===== config.mk =====
export PLATFORM = sky130hd
export DESIGN_NAME = vlbd_job_fifo
export DESIGN_NICKNAME = d
export VERILOG_FILES = /design/src/rtl/vlbd_job_fifo.sv
export VERILOG_INCLUDE_DIRS = /design/src /design/src/rtl
export SDC_FILE = /design/constraint.sdc
export NUM_CORES = 1
export LEC_CHECK = 0
export BUFFER_PORTS_ARGS = -buffer_cell sky130_fd_sc_hd__buf_2
export CAP_MARGIN = 20
export CORE_MARGIN = 1
export CORE_UTILIZATION = 37
export CTS_BUF_LIST = sky130_fd_sc_hd__clkbuf_8
export DETAILED_ROUTE_END_ITERATION = 10
export GPL_ROUTABILITY_DRIVEN = 0
export PLACE_DENSITY_LB_ADDON = 0.1
export SYNTH_ARGS = -nofsm -noshare
export SYNTH_HDL_FRONTEND = slang
export SYNTH_SLANG_ARGS = --single-unit

===== constraint.sdc =====
create_clock -name clk -period 1.5 [get_ports clk]
set_input_delay 0.075 -clock clk [delete_from_list [all_inputs] [get_ports clk]]
set_output_delay 0.075 -clock clk [all_outputs]
set_load 0.03 [all_outputs]

===== src/rtl/voxel_label_boundary_detect_core_macros.svh =====
// Assertion macros used by the boundary detector job queue.
`ifndef VOXEL_LABEL_BOUNDARY_DETECT_CORE_MACROS_SVH
`define VOXEL_LABEL_BOUNDARY_DETECT_CORE_MACROS_SVH

// Same-cycle implication, disabled during reset.
`define VLBD_ASSERT_IMP(lbl, clk, rst, a, c, msg) \
  lbl: assert property (@(posedge clk) disable iff (rst) (a) |-> (c)) else $error(msg);

// Next-cycle implication, disabled during reset.
`define VLBD_ASSERT_NXT(lbl, clk, rst, a, c, msg) \
  lbl: assert property (@(posedge clk) disable iff (rst) (a) |=> (c)) else $error(msg);

`endif


===== src/rtl/vlbd_job_fifo.sv =====
// Small job queue between the front and the back end.
`default_nettype none
`include "voxel_label_boundary_detect_core_macros.svh"
module vlbd_job_fifo #(
  parameter int WIDTH = 8,
  parameter int DEPTH = 4
) (
  input  wire logic             clk,
  input  wire logic             rst,
  input  wire logic             push,
  input  wire logic [WIDTH-1:0] din,
  output logic                  full,
  input  wire logic             pop,
  output logic [WIDTH-1:0]      dout,
  output logic                  empty
);
  localparam int PW = (DEPTH > 1) ? $clog2(DEPTH) : 1;
  localparam int CW = $clog2(DEPTH + 1);

  logic [WIDTH-1:0] mem [DEPTH];
  logic [PW-1:0]    wr_ptr, rd_ptr;
  logic [CW-1:0]    count;

  assign full  = (count == CW'(DEPTH));
  assign empty = (count == '0);
  assign dout  = mem[rd_ptr];

  always_ff @(posedge clk) begin
    if (push) begin
      mem[wr_ptr] <= din;
    end
  end

  always_ff @(posedge clk) begin
    if (rst) begin
      wr_ptr <= '0;
      rd_ptr <= '0;
      count  <= '0;
    end else begin
      if (push) begin
        wr_ptr <= (wr_ptr == PW'(DEPTH - 1)) ? '0 : wr_ptr + 1'b1;
      end
      if (pop) begin
        rd_ptr <= (rd_ptr == PW'(DEPTH - 1)) ? '0 : rd_ptr + 1'b1;
      end
      if (push && !pop) begin
        count <= count + 1'b1;
      end else if (pop && !push) begin
        count <= count - 1'b1;
      end
    end
  end

  `VLBD_ASSERT_IMP(a_no_overflow, clk, rst, push, !full || pop, "job queue overflow")
  `VLBD_ASSERT_IMP(a_no_underflow, clk, rst, pop, !empty, "job queue underflow")
  `VLBD_ASSERT_NXT(a_push_fills, clk, rst, push && !pop, !empty, "job lost after push")
endmodule
`default_nettype wire


# After elaboration in Yosys (flattened, before gate mapping)
# Memory sizes are Yosys's and may differ from the RTL's. A register that Yosys moved wholly into a read port is not among the register bits.
# Cells that the tools add are included.
[word_totals] register_bits=7 ramBits=32 in_bits=12 out_inout_bits=10 word_cells=25 memories=1
[op_classes] addsub=4 eq_ne=3 n_mux=8 n_reduce_logical=6
[mem_list] name="mem" words=4 word_bits=8 read_ports=1 rd_ports_with_merged_regs=1 wr=1 line="vlbd_job_fifo.sv:20" rtl="logic [WIDTH-1:0] mem [DEPTH];"
[op_table] operator="$mux 2" n=4
[op_table] operator="$mux 3" n=2
[op_table] operator="$add 2x1->2 const B" n=2
[op_table] operator="$eq 2x2->1 const B" n=2
[op_table] operator="$add 3x1->3 const B" n=1
[op_table] operator="$eq 3x3->1 const B" n=1
[op_table] operator="$logic_not 3->1" n=1
[op_table] operator="$sub 3x1->3 const B" n=1
[op_table] operator="$logic_and 1x1->1" n=2
[op_table] operator="$logic_not 1->1" n=2
[op_table] operator="$mux 1" n=2
[op_table] operator="$reduce_bool 2->1" n=1

# Logic depth before layout (Yosys ltp)
# Gate-level depths: netlist of run 1.
[depth] depth_word=4 depth_mapped=7

# Worst setup path after synthesis of run 1
# OpenSTA, ideal clock, no wires.
[synth_path] path_kind="flip-flop to flip-flop" startpoint="register count[0]" endpoint="register count[2]" setup_ps=70 arrival_time_ps=1322 path_slack_ps=109 stages_incl_launch_ff=5 path_cell_list="dfxtp_1 fa_1 xor2_1 or3_1 a21oi_1"
[synth_via] elab_chain_len=3 word_cells_on_any_way=4 cone_classes="add/sub: 2; mux: 2"
[synth_lines] item="from (decl)" line="vlbd_job_fifo.sv:22" rtl="logic [CW-1:0] count;"
[synth_lines] item="from (signal assigned)" line="vlbd_job_fifo.sv:47" rtl="count <= count + 1'b1;"
[synth_lines] item="from (signal assigned)" line="vlbd_job_fifo.sv:49" rtl="count <= count - 1'b1;"
[synth_lines] item="$sub 3x1->3" line="vlbd_job_fifo.sv:49"
[synth_lines] item="$mux 3" line="vlbd_job_fifo.sv:48" rtl="end else if (pop && !push) begin"
[synth_lines] item="$mux 3 (*)" line="vlbd_job_fifo.sv:46" rtl="if (push && !pop) begin"
# Every way passes the cells marked *; elsewhere a longest branch is shown, timed or not. The select of a mux whose other input is x is not followed.
# A chain may end at the register's enable or synchronous reset.

==> impl_metrics.csv, run 1 <==
group,metric,value,unit
placed_design,place_ws,-0.0393,ns
worst_setup_path,path_max_fanout,8,
sta,finalHoldViolations,0,
clock_tree,clk_pin_slew_worst_paths,0.08,ns
floorplanning,die_height,67.7,um
routing,antenna_left,0,
floorplanning,rows,23,
pwr,switching_share,23.1,%
synthesis,synth_cells,86,
worst_setup_path,critPathKind,"reg2out",
sta,setup_viol,7,
pwr,p_clk_share,32.3,%
clock_tree,cts-htree-levels,2,
worst_setup_path,max_stage_delay,0.53,ns
routing,dr_wl_met2,1.27,mm
floorplanning,io_pins,22,
synthesis,ys_seq_elements,41,
global_route,grt_pass1_vias,845,
worst_setup_path,cp.arrival,1.45,ns
finish,syn_to_final_growth,28.3,%
sta,finalCritPeriodShare,102,%
pwr,p_leak,0.784,nW
global_route,antenna_found_initial,0,
finish,final_cell_mix,"32 x edfxtp_1, 13 x buf_2, 9 x buf_4",
sta,whs,0.00526,ns
floorplanning,die_w,67.7,um
job,maxCapViolCount,0,
routing,wl_met1,1.11,mm
sta,final_max_slew_viol_count,0,
clock_tree,cts_root_buf,"clkbuf_8",
pwr,vdd_drop_max,0.000571,V
clock_tree,post_cts_buffers,0,
status,status,"finished with violations",
global_route,grt_pass1_wl,4.08,mm
clock_tree,insertion_delay,0.29,ns
floorplanning,core_region_area,4090,sq um
placed_design,dp_cells,165,
placed_design,io_buffers,21,
routing,avgViaCountPerCell,4.78,
pwr,p_int,0.00197,W
routing,dr_total_vias,850,
finish,nets,146,
sta,clock_skew,0.00822,ns
pwr,p_sw,0.000593,W
routing,drc,0,
finish,final_common_cell,"edfxtp_1",
worst_setup_path,critPathLaunchType,"flop",
global_route,grtUsageTotal,13.5,%
synthesis,synth_cell_types,17,
worst_setup_path,cp_slowest_cell,"mux4_2",
routing,maxUsedRoutingLayer,"met4",
placed_design,post-dp-hpwl,1.80,mm
clock_tree,cts_buffer_depth,2,
pwr,comb_power_share,15.7,%
sta,slew_headroom,85.4,%
sta,min_period,1.53,ns
routing,wl_met3,105,um
sta,setup_tns,-0.0750,ns
sta,max_freq,654,MHz
sta,worstMarginPinSlew,0.219,ns
routing,drt-wirelength-per-cell,14.2,um
finish,layout-drive-gt1-share,38.3,%
routing,drt_first_pass_iters,4,
worst_setup_path,crit_chain,"buf_12 -> mux4_2 -> buf_6",
synthesis,yosys_warnings,0,
placed_design,place_area,1840,sq um
finish,fin_area,2050,sq um
routing,wl,2.53,mm
synthesis,ys_seq_area_share,71.4,%
global_route,grt_max_degree,13,
clock_tree,clock-sinks,41,
worst_setup_path,worstSetupEndpointType,"primary output",
clock_tree,cts_buffers,5,
sta,grt_setup_unrepaired,"true",
min_path,holdCritPathClass,"in2reg",
synthesis,netlist_area,1600,sq um
synthesis,syn-mean-instance-area,18.6,sq um
floorplanning,start_util,39.1,%
finish,fin_cells,178,
pwr,seqPwrFrac,52.0,%
routing,dr.first_iter.drc_count,22,
global_route,grt-ovfl-total,0,
clock_tree,tritoncts,"yes",
pwr,p_per_area,1250,nW/um^2
status,violations,"setup timing",
synthesis,synth_nets,105,
sta,setup_ws,-0.0280,ns
floorplanning,design.die.area,4590,sq um
finish,n_antenna_cell,0,
worst_setup_path,worstPathRequired,1.42,ns
-- per-layer routing --
| layer | global-route usage [%] | vias to the layer above |
|---|---|---|
| li1 | - | 408 |
| met1 | 16.2 | 422 |
| met2 | 21.7 | 16 |
| met3 | 5.24 | 4 |
| met4 | 5.59 | 0 |
| met5 | 0 | - |
-- stage by stage --
step / total power [W] / util [%]
2_1_floorplan: 0.00159 / -
3_3_place_gp: 0.00170 / 44.9
3_5_place_dp: 0.00171 / 44.9
4_1_cts: 0.00259 / 50.0
5_1_grt: 0.00269 / 50.2
6_report: 0.00257 / 50.2
-- critical path: cells and delay by family (launching register included) --
kind,cells,cell delay [ns]
buf+inv,2,0.30
flops,1,0.34
mux,1,0.53
-- power by group through the flow --
stage	combinational, W	clock [W]	sequential (W)
after global routing	0.000445	0.000897	0.00134
after floorplan	0.000243	0	0.00134
after detailed placement	0.000354	0	0.00136
after CTS	0.000407	0.000850	0.00133
final	0.000402	0.000828	0.00134
after global placement	0.000347	0	0.00135
-- flip-flops by register name (all words and copies together) (netlist names), named ones only --
signal	flops
wr_ptr	2
mem	32
rd_ptr	2
count	3
-- cell type report --
cell class	count	area, sq um
flip-flops and latches	41	1140
repair buffers	36	293
inverters	4	15.0
clock inverters	3	37.5
fillers	350	2040
multi-input cells	39	428
well taps	50	62.6
clock buffers	5	68.8
-- synthesized netlist by cell type, drive strengths merged --
master / number / area [sq um]
nor2: 7 / 26.3
or3: 1 / 6.26
and2: 4 / 25.0
edfxtp: 32 / 961
buf: 1 / 11.3
o21ai: 1 / 5.00
fa: 1 / 20.0
mux2i: 4 / 40.0
nor3: 1 / 5.00
nor3b: 2 / 15.0
mux4: 8 / 180
a21oi: 2 / 10.0
dfxtp: 9 / 180
clkbuf: 1 / 5.00
xor2: 2 / 17.5
inv: 4 / 15.0
ha: 6 / 75.1
-- logic make-up after synthesis --
group                      count (synthesis)  share of synthesized area, %
AOI/OAI and AO/OA                          3                         0.939
xor gates and xnor gates                   2                          1.10
adders and majority gates                  7                          5.95
buffers and inverters                      6                          1.96
DFF                                       41                          71.4
muxes                                     12                          13.8
and+or+nand+nor                           15                          4.85
-- what timing repair did --
action | 4_1_cts | 5_1_grt
endpoints found under the hold margin | 16 | 0
gates resized for setup | 17 | 3
hold buffers | 5 | 0
endpoints found under the setup margin | 8 | 9
-- final timing paths --
check	start	end	slack (ns)	cells past startpoint
max	flop	dout[6]	-0.03	3
min reg2reg	count[2]	count[2]	0.52	2
max reg2reg	count[0]	count[2]	0.11	4
min	din[2]	mem[3][2]	0.005	1
Power figures use the tool's default switching activity.
==> inputs of run 2 (changes only) <==
--- a/config.mk
+++ b/config.mk
@@ -14,6 +14,7 @@
 export DETAILED_ROUTE_END_ITERATION = 10
 export GPL_ROUTABILITY_DRIVEN = 0
 export PLACE_DENSITY_LB_ADDON = 0.1
+export SKIP_CTS_REPAIR_TIMING = 1
 export SYNTH_ARGS = -nofsm -noshare
 export SYNTH_HDL_FRONTEND = slang
 export SYNTH_SLANG_ARGS = --single-unit
==> impl_metrics.csv, run 2 (synthesized netlist as in run 1, its figures left out) <==
group,metric,value,unit
status,status,"finished with violations",
status,violations,"setup timing",
floorplanning,die_w,67.7,um
clock_tree,insertion_delay,0.29,ns
pwr,p_leak,0.779,nW
job,maxCapViolCount,0,
worst_setup_path,path_max_fanout,8,
finish,syn_to_final_growth,27.6,%
sta,clock_skew,0.00825,ns
global_route,antenna_found_initial,0,
routing,dr_total_vias,842,
floorplanning,rows,23,
finish,layout-drive-gt1-share,38.6,%
finish,regMostFlops,"mem",
global_route,grtUsageTotal,13.3,%
finish,fin_area,2040,sq um
clock_tree,clock-sinks,41,
sta,final_max_slew_viol_count,0,
worst_setup_path,critPathLaunchType,"flop",
sta,finalHoldViolations,0,
routing,dr.first_iter.drc_count,27,
clock_tree,cts_buffers,5,
routing,avgViaCountPerCell,4.76,
sta,max_freq,654,MHz
sta,slew_headroom,85.4,%
routing,wl,2.53,mm
finish,nets,145,
sta,worstMarginPinSlew,0.218,ns
worst_setup_path,critPathKind,"reg2out",
clock_tree,cts_buffer_depth,2,
global_route,grt_pass1_vias,827,
floorplanning,start_util,39.1,%
routing,antenna_left,0,
global_route,grt-ovfl-total,0,
placed_design,post-dp-hpwl,1.80,mm
clock_tree,tritoncts,"yes",
worst_setup_path,worstPathRequired,1.42,ns
finish,final_cell_mix,"32 x edfxtp_1, 13 x buf_2, 9 x buf_4",
finish,fin_cells,177,
global_route,grt_max_degree,13,
sta,finalCritPeriodShare,102,%
worst_setup_path,worstSetupEndpointType,"primary output",
routing,drc,0,
finish,fillers,350,
placed_design,place_area,1840,sq um
worst_setup_path,max_stage_delay,0.52,ns
finish,reg_top3,"mem: 32 flops, count: 3 flops",
routing,drt-wirelength-per-cell,14.3,um
placed_design,dp_cells,165,
finish,n_antenna_cell,0,
floorplanning,io_pins,22,
placed_design,io_buffers,21,
sta,setup_ws,-0.0283,ns
routing,drt_first_pass_iters,4,
pwr,p_per_area,1260,nW/um^2
floorplanning,design.die.area,4590,sq um
clock_tree,cts-htree-levels,2,
global_route,grt_pass1_wl,4.02,mm
worst_setup_path,crit_chain,"buf_12 -> mux4_2 -> buf_6",
worst_setup_path,cp.arrival,1.45,ns
finish,largest_reg_flops,32,
sta,grt_setup_unrepaired,"true",
min_path,holdCritPathClass,"in2reg",
floorplanning,core_region_area,4090,sq um
sta,setup_viol,8,
clock_tree,clk_pin_slew_worst_paths,0.08,ns
finish,final_common_cell,"edfxtp_1",
sta,setup_tns,-0.0811,ns
clock_tree,cts_root_buf,"clkbuf_8",
worst_setup_path,cp_slowest_cell,"mux4_2",
floorplanning,die_height,67.7,um
pwr,power.total,0.00257,W
sta,min_period,1.53,ns
pwr,vdd_drop_max,0.000577,V
==> run 2: cell count changes in the layout (fill, tap and decap cells not counted) <==
cell / delta
dlygate4sd3_1: -1
==> run 2: worst paths after layout <==
path	startpoint	to	slack [ns]	cells after the start
max reg2reg	count[0]	count[2]	0.11	4
max	flop	dout[6]	-0.03	3
min reg2reg	count[2]	count[2]	0.52	2
min	din[1]	mem[3][1]	0.005	1
==> run 2: routing by layer <==
| layer | share of wire, % | global-route usage, % | vias up |
|---|---|---|---|
| li1 | - | - | 406 |
| met1 | 44 | 15.7 | 416 |
| met2 | 50 | 21.4 | 16 |
| met3 | 4.4 | 5.41 | 4 |
| met4 | 1.6 | 5.59 | 0 |
| met5 | 0 | 0 | - |
==> run 2: per-stage QoR <==
step / hold slack [ns] / worst slack, ns / util (%)
after detailed placement: 0.292 / -0.0393 / 44.9
after global routing: 0.00343 / -0.0711 / 49.9
after CTS: -0.00595 / -0.0872 / 47.6
final: 0.00461 / -0.0283 / 49.9
after floorplan: 0.144 / 0.109 / -
after global placement: 0.288 / 0.0261 / 44.9
==> run 2: worst max-delay path: cells and delay by family, from the launching register on <==
family	cells	cell delay (ns)
buffers and inverters	2	0.30
flip-flops	1	0.34
multiplexers	1	0.52
==> run 2: layout make-up <==
type / count / area (sq um) / area share [%]
inverters: 4 / 15.0 / 0.736
flip-flops and latches: 41 / 1140 / 56.1
well taps: 50 / 62.6 / 3.07
repair buffers: 35 / 283 / 13.9
clock inverters: 3 / 37.5 / 1.84
clock buffers: 5 / 68.8 / 3.37
multi-input cells: 39 / 428 / 21.0
==> run 2: where the power goes <==
group	switching, W	internal (W)	leakage [nW]	total (W)
registers	0.0000416	0.00129	0.369	0.00134
clock network	0.000345	0.000484	0.0570	0.000829
logic	0.000208	0.000193	0.353	0.000401
total	0.000595	0.00197	0.779	0.00257
==> inputs of run 3 (changes only) <==
--- a/config.mk
+++ b/config.mk
@@ -14,6 +14,7 @@
 export DETAILED_ROUTE_END_ITERATION = 10
 export GPL_ROUTABILITY_DRIVEN = 0
 export PLACE_DENSITY_LB_ADDON = 0.1
+export REMOVE_ABC_BUFFERS = 1
 export SKIP_CTS_REPAIR_TIMING = 1
 export SYNTH_ARGS = -nofsm -noshare
 export SYNTH_HDL_FRONTEND = slang
==> impl_metrics.csv, run 3 (synthesized netlist as in run 1, its figures left out) <==
group,metric,value,unit
status,status,"finished with violations",
status,violations,"setup timing",
sta,setup_tns,-0.0816,ns
pwr,vdd_drop_max,0.000617,V
placed_design,place_area,1830,sq um
pwr,power.total,0.00257,W
min_path,hold_path_end,"mem[0][2]",
pwr,switching_share,23.4,%
clock_tree,insertion_delay,0.29,ns
worst_setup_path,worstSetupEndpointType,"primary output",
pwr,p_per_area,1270,nW/um^2
finish,reg_top3,"mem: 32 flops, count: 3 flops",
job,maxCapViolCount,0,
worst_setup_path,rr_endpoint,"count[2]",
worst_setup_path,path_max_fanout,5,
clock_tree,cts-htree-levels,2,
routing,drt_first_pass_iters,4,
floorplanning,die_w,67.7,um
clock_tree,cts_buffer_depth,2,
pwr,p_clk_share,32.7,%
worst_setup_path,cp.arrival,1.45,ns
finish,final_cell_mix,"32 x edfxtp_1, 13 x buf_2, 10 x buf_6",
min_path,holdCritPathClass,"in2reg",
sta,slew_headroom,83.6,%
routing,antenna_left,0,
min_path,holdCritStartpoint,"din[2]",
clock_tree,clock-sinks,41,
finish,n_antenna_cell,0,
sta,max_freq,656,MHz
pwr,p_leak,0.770,nW
sta,grt_setup_unrepaired,"true",
worst_setup_path,worstPathRequired,1.42,ns
floorplanning,rows,23,
clock_tree,cts_root_buf,"clkbuf_8",
global_route,grtUsageTotal,13.8,%
floorplanning,start_util,39.1,%
global_route,grt_max_degree,14,
floorplanning,core_region_area,4090,sq um
placed_design,io_buffers,21,
placed_design,dp_cells,164,
sta,finalCritPeriodShare,102,%
sta,final_max_slew_viol_count,0,
clock_tree,tritoncts,"yes",
worst_setup_path,reg2reg_from,"count[0]",
sta,clock_skew,0.0115,ns
routing,wl,2.58,mm
floorplanning,io_pins,22,
worst_setup_path,critPathKind,"reg2out",
worst_setup_path,critPathLaunchType,"flop",
finish,fin_area,2020,sq um
finish,layout-drive-gt1-share,39.5,%
global_route,grt-ovfl-total,0,
routing,avgViaCountPerCell,4.73,
min_path,worst_hold_path.num_cells,1,
routing,drt-wirelength-per-cell,14.9,um
global_route,antenna_found_initial,0,
sta,finalHoldViolations,0,
placed_design,post-dp-hpwl,1.80,mm
pwr,comb_power_share,15.3,%
global_route,grt_pass1_wl,4.15,mm
worst_setup_path,rr_worst_depth,4,
clock_tree,clk_pin_slew_worst_paths,0.07,ns
floorplanning,design.die.area,4590,sq um
clock_tree,cts_buffers,5,
finish,largest_reg_flops,32,
pwr,p_int,0.00197,W
pwr,p_sw,0.000602,W
finish,final_common_cell,"edfxtp_1",
finish,syn_to_final_growth,26.7,%
sta,setup_viol,5,
sta,min_period,1.53,ns
sta,worstMarginPinSlew,0.246,ns
routing,dr_total_vias,823,
pwr,seqPwrFrac,52.0,%
worst_setup_path,r2r_slack,0.07,ns
sta,setup_ws,-0.0255,ns
finish,fin_cells,174,
floorplanning,die_height,67.7,um
routing,dr.first_iter.drc_count,69,
finish,nets,142,
global_route,grt_pass1_vias,852,
finish,regMostFlops,"mem",
routing,drc,0,
[run 3: power by group through the flow]
stage / Combinational (W) / Sequential (W) / Clock [W]
floorplan: 0.000226 / 0.00135 / 0
global placement: 0.000343 / 0.00135 / 0
detailed placement: 0.000350 / 0.00136 / 0
CTS: 0.000350 / 0.00133 / 0.000859
global route: 0.000432 / 0.00135 / 0.000912
finish: 0.000393 / 0.00134 / 0.000839
[run 3: per-stage QoR]
stage / util, % / setup slack, ns / hold WS (ns)
finish: 49.5 / -0.0255 / 0.00597
detailed placement: 44.8 / -0.0186 / 0.293
CTS: 47.4 / -0.101 / -0.0159
floorplan: - / 0.109 / 0.144
global route: 49.5 / -0.0955 / 0.00193
global placement: 44.8 / 0.0313 / 0.288
[run 3: metal layers]
layer | track usage (%) | vias to the layer above | routed length [um]
met2 | 22.9 | 16 | 1350
met4 | 6.38 | 0 | 48
met3 | 5.91 | 5 | 109
li1 | - | 398 | -
met5 | 0 | - | 0
met1 | 15.3 | 404 | 1070
[run 3: how the worst max path moves through the flow]
stage | endpoint | from | slack [ns]
6_report | dout[7] | flop | -0.03
5_1_grt | dout[6] | flop | -0.1
4_1_cts | dout[7] | flop | -0.10
3_5_place_dp | count[2] | pop | -0.02
3_3_place_gp | count[2] | pop | 0.03
2_1_floorplan | count[2] | count[0] | 0.11
[run 3: worst max-delay path, cell delays in order, from the launching register on]
cell and delay (ns):
dfxtp_2 0.35, buf_6 0.14, mux4_2 0.52, buf_6 0.16
[run 3: layout make-up]
class	instances	area (sq um)
flip-flops and latches	41	1150
clock inverters	3	38.8
repair buffers	32	263
inverters	4	15.0
multi-input cells	39	429
clock buffers	5	68.8
well taps	50	62.6
fillers	358	2060
